File: src/rtl/core/tcf_pkg.sv
// Shared types and constants for the touch calibrate and filter core.
// Used by tcf_div, tcf_ctl and touch_calibrate_and_filter_core.
package tcf_pkg;

  localparam int SPAN_W     = 12;
  localparam int SCR_W      = 8;
  localparam int BTN_W      = 16;
  localparam int CFG_IDX_W  = 3;
  localparam int CFG_DATA_W = 12;

  localparam logic [1:0] KIND_BTN = 2'd0;
  localparam logic [1:0] KIND_REL = 2'd1;
  localparam logic [1:0] KIND_POS = 2'd2;

  localparam logic [SCR_W-1:0] TOP_X     = 8'd255;
  localparam logic [SCR_W-1:0] TOP_Y     = 8'd191;
  localparam logic [SCR_W:0]   NEAR_DIST = 9'd6;

  localparam logic [CFG_IDX_W-1:0] REG_RAW_X_LOW   = 3'd0;
  localparam logic [CFG_IDX_W-1:0] REG_RAW_Y_LOW   = 3'd1;
  localparam logic [CFG_IDX_W-1:0] REG_RAW_X_SPAN  = 3'd2;
  localparam logic [CFG_IDX_W-1:0] REG_RAW_Y_SPAN  = 3'd3;
  localparam logic [CFG_IDX_W-1:0] REG_SCR_X_ORG   = 3'd4;
  localparam logic [CFG_IDX_W-1:0] REG_SCR_Y_ORG   = 3'd5;
  localparam logic [CFG_IDX_W-1:0] REG_SCR_X_SPAN  = 3'd6;
  localparam logic [CFG_IDX_W-1:0] REG_SCR_Y_SPAN  = 3'd7;

  typedef struct packed {
    logic [SPAN_W-1:0] raw_x_low;
    logic [SPAN_W-1:0] raw_y_low;
    logic [SPAN_W-1:0] raw_x_span;
    logic [SPAN_W-1:0] raw_y_span;
    logic [SCR_W-1:0]  scr_x_org;
    logic [SCR_W-1:0]  scr_y_org;
    logic [SCR_W-1:0]  scr_x_span;
    logic [SCR_W-1:0]  scr_y_span;
  } cal_cfg_t;

  typedef struct packed {
    logic busy;
    logic done;
  } div_stat_t;

endpackage

File: src/rtl/core/tcf_div.sv
// Restoring serial divider, one quotient bit per cycle, unsigned operands.
// Depends on tcf_pkg for widths and the status struct.
module tcf_div #(
  parameter int DIV_W = 20
) (
  input  logic                      clk,
  input  logic                      rst_n,
  input  logic                      start,
  input  logic [DIV_W-1:0]          dividend,
  input  logic [tcf_pkg::SPAN_W-1:0] divisor,
  output logic [DIV_W-1:0]          quotient,
  output tcf_pkg::div_stat_t        stat
);

  localparam int CW = $clog2(DIV_W + 1);

  logic [DIV_W-1:0]           quo_r;
  logic [tcf_pkg::SPAN_W-1:0] rem_r;
  logic [tcf_pkg::SPAN_W-1:0] dsr_r;
  logic [CW-1:0]              cnt_r;
  logic                       busy_r;
  logic                       done_r;

  logic [tcf_pkg::SPAN_W:0]   sh;
  logic                       ge;
  logic [tcf_pkg::SPAN_W:0]   sub;

  assign sh  = {rem_r, quo_r[DIV_W-1]};
  assign ge  = sh >= {1'b0, dsr_r};
  assign sub = sh - {1'b0, dsr_r};

  always_ff @(posedge clk) begin
    if (!rst_n) begin
      busy_r <= 1'b0;
      done_r <= 1'b0;
      cnt_r  <= '0;
    end else begin
      done_r <= 1'b0;
      if (start) begin
        busy_r <= 1'b1;
        cnt_r  <= CW'(DIV_W);
      end else if (busy_r) begin
        cnt_r <= cnt_r - 1'b1;
        if (cnt_r == CW'(1)) begin
          busy_r <= 1'b0;
          done_r <= 1'b1;
        end
      end
    end
  end

  always_ff @(posedge clk) begin
    if (start) begin
      quo_r <= dividend;
      rem_r <= '0;
      dsr_r <= divisor;
    end else if (busy_r) begin
      quo_r <= {quo_r[DIV_W-2:0], ge};
      rem_r <= ge ? sub[tcf_pkg::SPAN_W-1:0] : sh[tcf_pkg::SPAN_W-1:0];
    end
  end

  assign quotient  = quo_r;
  assign stat.busy = busy_r;
  assign stat.done = done_r;

endmodule

File: src/rtl/core/tcf_ctl.sv
// Sequencer: button tracking, per-axis mapping through the shared divider,
// jitter filter and the output register. Depends on tcf_pkg and tcf_div.
module tcf_ctl #(
  parameter int RELEASE_BIT = 6,
  parameter int RAW_BITS    = 12
) (
  input  logic                       clk,
  input  logic                       rst_n,
  input  tcf_pkg::cal_cfg_t          cfg,
  input  logic                       in_valid,
  output logic                       in_stall,
  input  logic [tcf_pkg::BTN_W-1:0]  in_button_word,
  input  logic [RAW_BITS-1:0]        in_raw_x,
  input  logic [RAW_BITS-1:0]        in_raw_y,
  output logic                       out_valid,
  input  logic                       out_stall,
  output logic [1:0]                 out_message_kind,
  output logic [tcf_pkg::BTN_W-1:0]  out_buttons_out,
  output logic [tcf_pkg::SCR_W-1:0]  out_screen_x,
  output logic [tcf_pkg::SCR_W-1:0]  out_screen_y,
  output logic                       out_last_of_tick
);

  localparam int DW = (RAW_BITS > tcf_pkg::SPAN_W) ? RAW_BITS : tcf_pkg::SPAN_W;
  localparam int MW = DW + tcf_pkg::SCR_W;

  localparam logic [2:0] S_IDLE = 3'd0;
  localparam logic [2:0] S_MUL  = 3'd1;
  localparam logic [2:0] S_LOAD = 3'd2;
  localparam logic [2:0] S_WAIT = 3'd3;
  localparam logic [2:0] S_ADD  = 3'd4;
  localparam logic [2:0] S_FILT = 3'd5;
  localparam logic [2:0] S_EBTN = 3'd6;
  localparam logic [2:0] S_ESEC = 3'd7;

  logic [2:0]                  state_r, state_nxt;
  logic                        axis_r;
  logic [tcf_pkg::BTN_W-1:0]   prev_btn_r;
  logic [tcf_pkg::SCR_W-1:0]   prev_x_r, prev_y_r;
  logic                        have_prev_r;
  logic [tcf_pkg::BTN_W-1:0]   btn_r;
  logic [RAW_BITS-1:0]         raw_x_r, raw_y_r;
  logic                        chg_r, rel_r, sec_r;
  logic [MW-1:0]               prod_r;
  logic                        neg_r;
  logic [tcf_pkg::SCR_W-1:0]   x_r, y_r;

  logic                        out_valid_r;
  logic [1:0]                  out_kind_r;
  logic [tcf_pkg::BTN_W-1:0]   out_btn_r;
  logic [tcf_pkg::SCR_W-1:0]   out_x_r, out_y_r;
  logic                        out_last_r;

  logic                        accept, slot_free;
  logic                        in_rel, in_chg;
  logic [RAW_BITS-1:0]         raw_sel;
  logic [tcf_pkg::SPAN_W-1:0]  low_sel, rspan_sel;
  logic [tcf_pkg::SCR_W-1:0]   sspan_sel, org_sel, top_sel;
  logic [DW:0]                 diff;
  logic [DW:0]                 diff_abs;
  logic [MW-1:0]               prod;
  logic [MW-1:0]               quo;
  tcf_pkg::div_stat_t          div_stat;
  logic [MW:0]                 q_s;
  logic [MW+1:0]               v;
  logic [tcf_pkg::SCR_W-1:0]   v_clamp;
  logic                        near_x, near_y, pos;

  assign accept    = in_valid && !in_stall;
  assign in_stall  = state_r != S_IDLE;
  assign slot_free = !out_valid_r || !out_stall;
  assign in_rel    = in_button_word[RELEASE_BIT];
  assign in_chg    = in_button_word != prev_btn_r;

  assign raw_sel   = axis_r ? raw_y_r : raw_x_r;
  assign low_sel   = axis_r ? cfg.raw_y_low : cfg.raw_x_low;
  assign rspan_sel = axis_r ? cfg.raw_y_span : cfg.raw_x_span;
  assign sspan_sel = axis_r ? cfg.scr_y_span : cfg.scr_x_span;
  assign org_sel   = axis_r ? cfg.scr_y_org : cfg.scr_x_org;
  assign top_sel   = axis_r ? tcf_pkg::TOP_Y : tcf_pkg::TOP_X;

  assign diff     = {1'b0, DW'(raw_sel)} - {1'b0, DW'(low_sel)};
  assign diff_abs = diff[DW] ? (~diff + 1'b1) : diff;
  assign prod     = MW'(diff_abs[DW-1:0]) * MW'(sspan_sel);

  tcf_div #(.DIV_W(MW)) u_div (
    .clk      (clk),
    .rst_n    (rst_n),
    .start    (state_r == S_LOAD),
    .dividend (prod_r),
    .divisor  (rspan_sel),
    .quotient (quo),
    .stat     (div_stat)
  );

  always_comb begin
    if (rspan_sel == '0) begin
      q_s = '0;
    end else if (neg_r) begin
      q_s = ~{1'b0, quo} + 1'b1;
    end else begin
      q_s = {1'b0, quo};
    end
    v = {q_s[MW], q_s} + (MW+2)'(org_sel);
    if (v[MW+1]) begin
      v_clamp = '0;
    end else if (v[MW:0] > (MW+1)'(top_sel)) begin
      v_clamp = top_sel;
    end else begin
      v_clamp = v[tcf_pkg::SCR_W-1:0];
    end
  end

  assign near_x = ({1'b0, prev_x_r} + tcf_pkg::NEAR_DIST > {1'b0, x_r}) &&
                  ({1'b0, prev_x_r} < {1'b0, x_r} + tcf_pkg::NEAR_DIST);
  assign near_y = ({1'b0, prev_y_r} + tcf_pkg::NEAR_DIST > {1'b0, y_r}) &&
                  ({1'b0, prev_y_r} < {1'b0, y_r} + tcf_pkg::NEAR_DIST);
  assign pos    = have_prev_r && near_x && near_y;

  always_comb begin
    state_nxt = state_r;
    unique case (state_r)
      S_IDLE: begin
        if (accept) begin
          if (in_rel) begin
            state_nxt = in_chg ? S_EBTN : S_ESEC;
          end else begin
            state_nxt = S_MUL;
          end
        end
      end
      S_MUL:  state_nxt = S_LOAD;
      S_LOAD: state_nxt = S_WAIT;
      S_WAIT: begin
        if (div_stat.done) begin
          state_nxt = S_ADD;
        end
      end
      S_ADD:  state_nxt = axis_r ? S_FILT : S_MUL;
      S_FILT: begin
        if (chg_r) begin
          state_nxt = S_EBTN;
        end else begin
          state_nxt = pos ? S_ESEC : S_IDLE;
        end
      end
      S_EBTN: begin
        if (slot_free) begin
          state_nxt = sec_r ? S_ESEC : S_IDLE;
        end
      end
      S_ESEC: begin
        if (slot_free) begin
          state_nxt = S_IDLE;
        end
      end
      default: state_nxt = S_IDLE;
    endcase
  end

  always_ff @(posedge clk) begin
    if (!rst_n) begin
      state_r     <= S_IDLE;
      axis_r      <= 1'b0;
      prev_btn_r  <= '0;
      prev_x_r    <= '0;
      prev_y_r    <= '0;
      have_prev_r <= 1'b1;
      out_valid_r <= 1'b0;
    end else begin
      state_r <= state_nxt;
      if (accept) begin
        prev_btn_r <= in_button_word;
        axis_r     <= 1'b0;
        if (in_rel) begin
          have_prev_r <= 1'b0;
        end
      end
      if (state_r == S_ADD) begin
        axis_r <= 1'b1;
      end
      if (state_r == S_FILT) begin
        prev_x_r    <= x_r;
        prev_y_r    <= y_r;
        have_prev_r <= 1'b1;
      end
      if ((state_r == S_EBTN || state_r == S_ESEC) && slot_free) begin
        out_valid_r <= 1'b1;
      end else if (!out_stall) begin
        out_valid_r <= 1'b0;
      end
    end
  end

  always_ff @(posedge clk) begin
    if (accept) begin
      btn_r   <= in_button_word;
      raw_x_r <= in_raw_x;
      raw_y_r <= in_raw_y;
      chg_r   <= in_chg;
      rel_r   <= in_rel;
      sec_r   <= in_rel;
    end
    if (state_r == S_MUL) begin
      prod_r <= prod;
      neg_r  <= diff[DW];
    end
    if (state_r == S_ADD) begin
      if (axis_r) begin
        y_r <= v_clamp;
      end else begin
        x_r <= v_clamp;
      end
    end
    if (state_r == S_FILT) begin
      sec_r <= pos;
    end
    if (state_r == S_EBTN && slot_free) begin
      out_kind_r <= tcf_pkg::KIND_BTN;
      out_btn_r  <= btn_r;
      out_x_r    <= '0;
      out_y_r    <= '0;
      out_last_r <= !sec_r;
    end
    if (state_r == S_ESEC && slot_free) begin
      out_kind_r <= rel_r ? tcf_pkg::KIND_REL : tcf_pkg::KIND_POS;
      out_btn_r  <= '0;
      out_x_r    <= rel_r ? '0 : x_r;
      out_y_r    <= rel_r ? '0 : y_r;
      out_last_r <= 1'b1;
    end
  end

  assign out_valid        = out_valid_r;
  assign out_message_kind = out_kind_r;
  assign out_buttons_out  = out_btn_r;
  assign out_screen_x     = out_x_r;
  assign out_screen_y     = out_y_r;
  assign out_last_of_tick = out_last_r;

  a_accept_leaves_idle: assert property (@(posedge clk) disable iff (!rst_n)
    accept |=> state_r != S_IDLE)
    else $error("accepted item did not start the sequencer");

  a_done_only_waiting: assert property (@(posedge clk) disable iff (!rst_n)
    div_stat.done |-> state_r == S_WAIT)
    else $error("divider finished outside the wait step");

  a_release_is_last: assert property (@(posedge clk) disable iff (!rst_n)
    out_valid_r && out_kind_r == tcf_pkg::KIND_REL |-> out_last_r)
    else $error("release message not marked last of tick");

  a_filter_primes: assert property (@(posedge clk) disable iff (!rst_n)
    state_r == S_FILT |=> have_prev_r)
    else $error("last point not held after filter step");

endmodule

File: src/rtl/core/touch_calibrate_and_filter_core.sv
// Touch calibrate and filter core: calibration registers and sequencer; needs tcf_pkg, tcf_ctl.
// Other ticks: the serial divider, shared by both axes, maps the x axis and then the y axis,
// followed by the filter step and one output step per message.
// Release ticks skip the divider and go straight to the output steps, one per message.
// One item at a time; in_stall is high while a tick is being worked.
// Synchronous reset restores calibration defaults and the last point (0,0).
module touch_calibrate_and_filter_core #(
  parameter int RELEASE_BIT = 6,
  parameter int RAW_BITS    = 12
) (
  input  logic                           clk,
  input  logic                           rst_n,
  input  logic                           in_valid,
  output logic                           in_stall,
  input  logic [tcf_pkg::BTN_W-1:0]      in_button_word,
  input  logic [RAW_BITS-1:0]            in_raw_x,
  input  logic [RAW_BITS-1:0]            in_raw_y,
  output logic                           out_valid,
  input  logic                           out_stall,
  output logic [1:0]                     out_message_kind,
  output logic [tcf_pkg::BTN_W-1:0]      out_buttons_out,
  output logic [tcf_pkg::SCR_W-1:0]      out_screen_x,
  output logic [tcf_pkg::SCR_W-1:0]      out_screen_y,
  output logic                           out_last_of_tick,
  input  logic                           cfg_we,
  input  logic [tcf_pkg::CFG_IDX_W-1:0]  cfg_index,
  input  logic [tcf_pkg::CFG_DATA_W-1:0] cfg_wdata
);

  tcf_pkg::cal_cfg_t cfg_r;

  always_ff @(posedge clk) begin
    if (!rst_n) begin
      cfg_r.raw_x_low  <= '0;
      cfg_r.raw_y_low  <= '0;
      cfg_r.raw_x_span <= 12'd4095;
      cfg_r.raw_y_span <= 12'd4095;
      cfg_r.scr_x_org  <= '0;
      cfg_r.scr_y_org  <= '0;
      cfg_r.scr_x_span <= tcf_pkg::TOP_X;
      cfg_r.scr_y_span <= tcf_pkg::TOP_Y;
    end else if (cfg_we) begin
      unique case (cfg_index)
        tcf_pkg::REG_RAW_X_LOW:  cfg_r.raw_x_low  <= cfg_wdata;
        tcf_pkg::REG_RAW_Y_LOW:  cfg_r.raw_y_low  <= cfg_wdata;
        tcf_pkg::REG_RAW_X_SPAN: cfg_r.raw_x_span <= cfg_wdata;
        tcf_pkg::REG_RAW_Y_SPAN: cfg_r.raw_y_span <= cfg_wdata;
        tcf_pkg::REG_SCR_X_ORG:  cfg_r.scr_x_org  <= cfg_wdata[tcf_pkg::SCR_W-1:0];
        tcf_pkg::REG_SCR_Y_ORG:  cfg_r.scr_y_org  <= cfg_wdata[tcf_pkg::SCR_W-1:0];
        tcf_pkg::REG_SCR_X_SPAN: cfg_r.scr_x_span <= cfg_wdata[tcf_pkg::SCR_W-1:0];
        tcf_pkg::REG_SCR_Y_SPAN: cfg_r.scr_y_span <= cfg_wdata[tcf_pkg::SCR_W-1:0];
        default: ;
      endcase
    end
  end

  tcf_ctl #(
    .RELEASE_BIT (RELEASE_BIT),
    .RAW_BITS    (RAW_BITS)
  ) u_ctl (
    .clk              (clk),
    .rst_n            (rst_n),
    .cfg              (cfg_r),
    .in_valid         (in_valid),
    .in_stall         (in_stall),
    .in_button_word   (in_button_word),
    .in_raw_x         (in_raw_x),
    .in_raw_y         (in_raw_y),
    .out_valid        (out_valid),
    .out_stall        (out_stall),
    .out_message_kind (out_message_kind),
    .out_buttons_out  (out_buttons_out),
    .out_screen_x     (out_screen_x),
    .out_screen_y     (out_screen_y),
    .out_last_of_tick (out_last_of_tick)
  );

endmodule
File: config.mk
export PLATFORM = sky130hd
export DESIGN_NAME = touch_calibrate_and_filter_core
export DESIGN_NICKNAME = d
export VERILOG_FILES = /design/src/rtl/core/tcf_pkg.sv /design/src/rtl/core/tcf_div.sv /design/src/rtl/core/tcf_ctl.sv /design/src/rtl/core/touch_calibrate_and_filter_core.sv
export SDC_FILE = /design/constraint.sdc
export NUM_CORES = 1
export LEC_CHECK = 0
export BUFFER_PORTS_ARGS = -buffer_cell sky130_fd_sc_hd__buf_4
export CAP_MARGIN = 5
export CORE_ASPECT_RATIO = 1.1
export CORE_UTILIZATION = 62
export CTS_CLUSTER_SIZE = 28
export DETAILED_ROUTE_END_ITERATION = 8
export GPL_TIMING_DRIVEN = 0
export PLACE_DENSITY_LB_ADDON = 0.1
export SYNTH_ARGS = -nofsm -noshare
export SYNTH_HDL_FRONTEND = slang
export SYNTH_HIERARCHICAL = 1
export SYNTH_SLANG_ARGS = --single-unit
File: constraint.sdc
create_clock -name clk -period 8.95 [get_ports clk]
set_input_delay 1.3425 -clock clk [delete_from_list [all_inputs] [get_ports clk]]
set_output_delay 1.3425 -clock clk [all_outputs]
set_load 0.005 [all_outputs]
==> summary.txt <==
Run status
  • Status: finished clean

STA
  • Tmin final: 8530 ps
  • Setup Skew: roughly 15 ps
  • Fin. max-slew vios: 0
  • Fmax: 117 MHz
  • Final Hold Viols: 0
  • Worst-Margin Slew: 977 ps
  • Setup tns final: 0 ps
  • Rel. slew slack: 34.5%
  • Hold_ws: 434 ps
  • Unrepaired setup endpoints after global routing: no
  • # setup viols final: 0
  • Period utilisation layout: 95.3%

Floorplanning
  • Placement row count: 64
  • Chip Height: 180 um
  • Die width: roughly 160 um
  • I/O Pins: 97
  • Core Footprint: 28000 um^2
  • Die area: 29400 um^2
  • Initial Utilization: 63.6%

GRT
  • First-pass GRT wire length: about 67 mm
  • Largest net degree at the start of global routing: 39
  • Initial antenna violation count: 0
  • Gr ovfl total: 0
  • Overall Global Routing Usage: between 20 and 30%
  • Vias in the first global route: 13800

Detailed routing
  • DR WL/cell: ~18 um
  • Via/cell ratio: 5.85
  • Via count: 13500
  • Pre-antenna DRT Iters: 5
  • DR iter-0 viols: 640
  • Residual DRC: 0
  • Routed Antenna Nets: 0
  • Routed wire length: 40.7 mm

Flow run
  • Max-cap violations: 0

Clocking
  • Htree depth: 1
  • CTS tree: yes
  • Clock Tree Root: clkbuf_16
  • Clock transition at the registers of the reported paths: 60 ps
  • CTS buffer count: 30
  • Clk_lat worst skew: between 500 and 600 ps
  • CTS sink cnt: 283
  • Longest Clk Path Bufs: 3

Finish
  • Commonest cells after routing, fill and taps aside: nand2_1 (219), dfxtp_1 (154), inv_1 (133)
  • Fillers: around 2100
  • Final net count: 2149
  • Area Overhead vs Synth: 12.7%
  • Fraction of layout instances using a drive strength above 1: 14.6%
  • Antenna Cells: 0
  • Commonest non-fill, non-tap cell in the layout: nand2_1

Synth
  • Syn Std Cell Area: 17800 um^2
  • Mean Syn Cell Area: 9.98 um^2
  • Yosys Warn Count: 6
  • Syn_nets: 2019
  • Synth Instances: ~1800

Critical path
  • R2R Path End: u_ctl/prod_r[19]
  • R2r worst-path depth: 27
  • CP Launch Type: flop
  • Reg-to-reg slack, setup: 420 ps
  • Crit. End Element: flop
  • CP Max Fanout: 10
  • Worst Path Required: 9250 ps
  • R2r startpoint: u_ctl/axis_r
  • Critical Path Source: u_ctl/axis_r
  • Worst setup path category: reg2reg
  • Worst Path Arrival: around 8800 ps

Min path
  • Min-Delay Path Class: reg2reg
  • Worst Hold Path Cells: 2
  • WHS Endpoint: u_ctl/out_buttons_out[1]
  • Worst Min Path Start: u_ctl/out_buttons_out[1]

Place
  • Port buffer count: 95
  • Hpwl dp: 31.1 mm
  • GPL Wtd Cong: about 0.93
-- metrics by stage --
| stage | util, % | cells | worst slack, ps | cell area, um^2 |
|---|---|---|---|---|
| 6_report | 71.7 | 2302 | 424 | 20100 |
| 3_3_place_gp | 67.8 | 2243 | -714 | 19000 |
| 5_1_grt | 71.7 | 2302 | 12.1 | 20100 |
| 3_5_place_dp | 67.9 | 2246 | -654 | 19000 |
| 2_1_floorplan | - | 1785 | 893 | 17800 |
| 4_1_cts | 71.5 | 2302 | 0.204 | 20000 |
-- per-layer routing --
layer | share of wire [%] | GRT usage (%) | wire length, um
met5 | 0 | 0 | 0
met2 | 52 | 51.4 | 21000
met4 | 4.6 | 13.2 | 1890
met3 | 3.5 | 2.54 | 1440
met1 | 40 | 32.7 | 16300
-- final cells by class --
type	count	area, um^2	share of cell area (%)
Multi-Input combinational cell	1302	10100	50.5
Sequential cell	283	6960	34.6
Clock buffer	38	821	4.09
Timing Repair Buffer	98	756	3.76
Inverter	135	507	2.52
Tap cell	363	454	2.26
Buffer	65	303	1.51
Clock inverter	18	148	0.735
-- worst max path at each step --
| stage | slack [ps] | depth (start not counted) | to |
|---|---|---|---|
| 6_report | 420 | 27 | u_ctl/prod_r[19] |
| 5_1_grt | 10 | 28 | u_ctl/prod_r[19] |
| 4_1_cts | 0.2 | 27 | u_ctl/prod_r[19] |
| 3_5_place_dp | -650 | 30 | u_ctl/prod_r[19] |
| 3_3_place_gp | -710 | 30 | u_ctl/prod_r[19] |
| 2_1_floorplan | 890 | 30 | u_ctl/prod_r[19] |
-- registers in the layout (all words and copies together), names as in the netlist, 5 cells and up --
register / flops
u_ctl/btn_r: 16
u_ctl/u_div/dsr_r: 12
u_ctl/out_screen_y: 8
u_ctl/prev_x_r: 8
u_ctl/u_div/quotient: 20
u_ctl/out_screen_x: 8
u_ctl/x_r: 8
u_ctl/raw_x_r: 12
u_ctl/prev_y_r: 8
u_ctl/y_r: 8
u_ctl/u_div/cnt_r: 5
u_ctl/out_buttons_out: 16
u_ctl/prod_r: 20
u_ctl/u_div/rem_r: 12
cfg_r: 80
u_ctl/raw_y_r: 12
u_ctl/prev_btn_r: 16
-- repair_timing --
| item | in CTS | in global routing |
|---|---|---|
| gates resized for setup | 7 | 13 |
| setup buffers | 0 | 0 |
| endpoints found under the setup margin | 8 | 6 |
| hold buffers | 0 | 0 |
-- worst max-delay path: stages (launching register included) --
cell and delay [ps]:
dfxtp_1 380, clkbuf_2 260, buf_2 340, clkbuf_4 340, mux2_2 410, fa_1 460, a21o_1 170, a21o_1 220
a211oi_1 260, o21ai_1 160, a21o_1 210, a2111o_1 440, o21ai_0 230, xor2_1 580, or2_2 230, fa_1 410
inv_1 70, fa_1 460, fa_1 560, inv_1 60, fa_1 520, inv_1 40, ha_1 360, and3_1 240
a211oi_2 310, o311ai_0 190, a21oi_1 220, xnor2_1 120
Power is left out: the tool's default activity adds up to more than one toggle a clock period on the data nets, which glitch-free logic cannot reach.
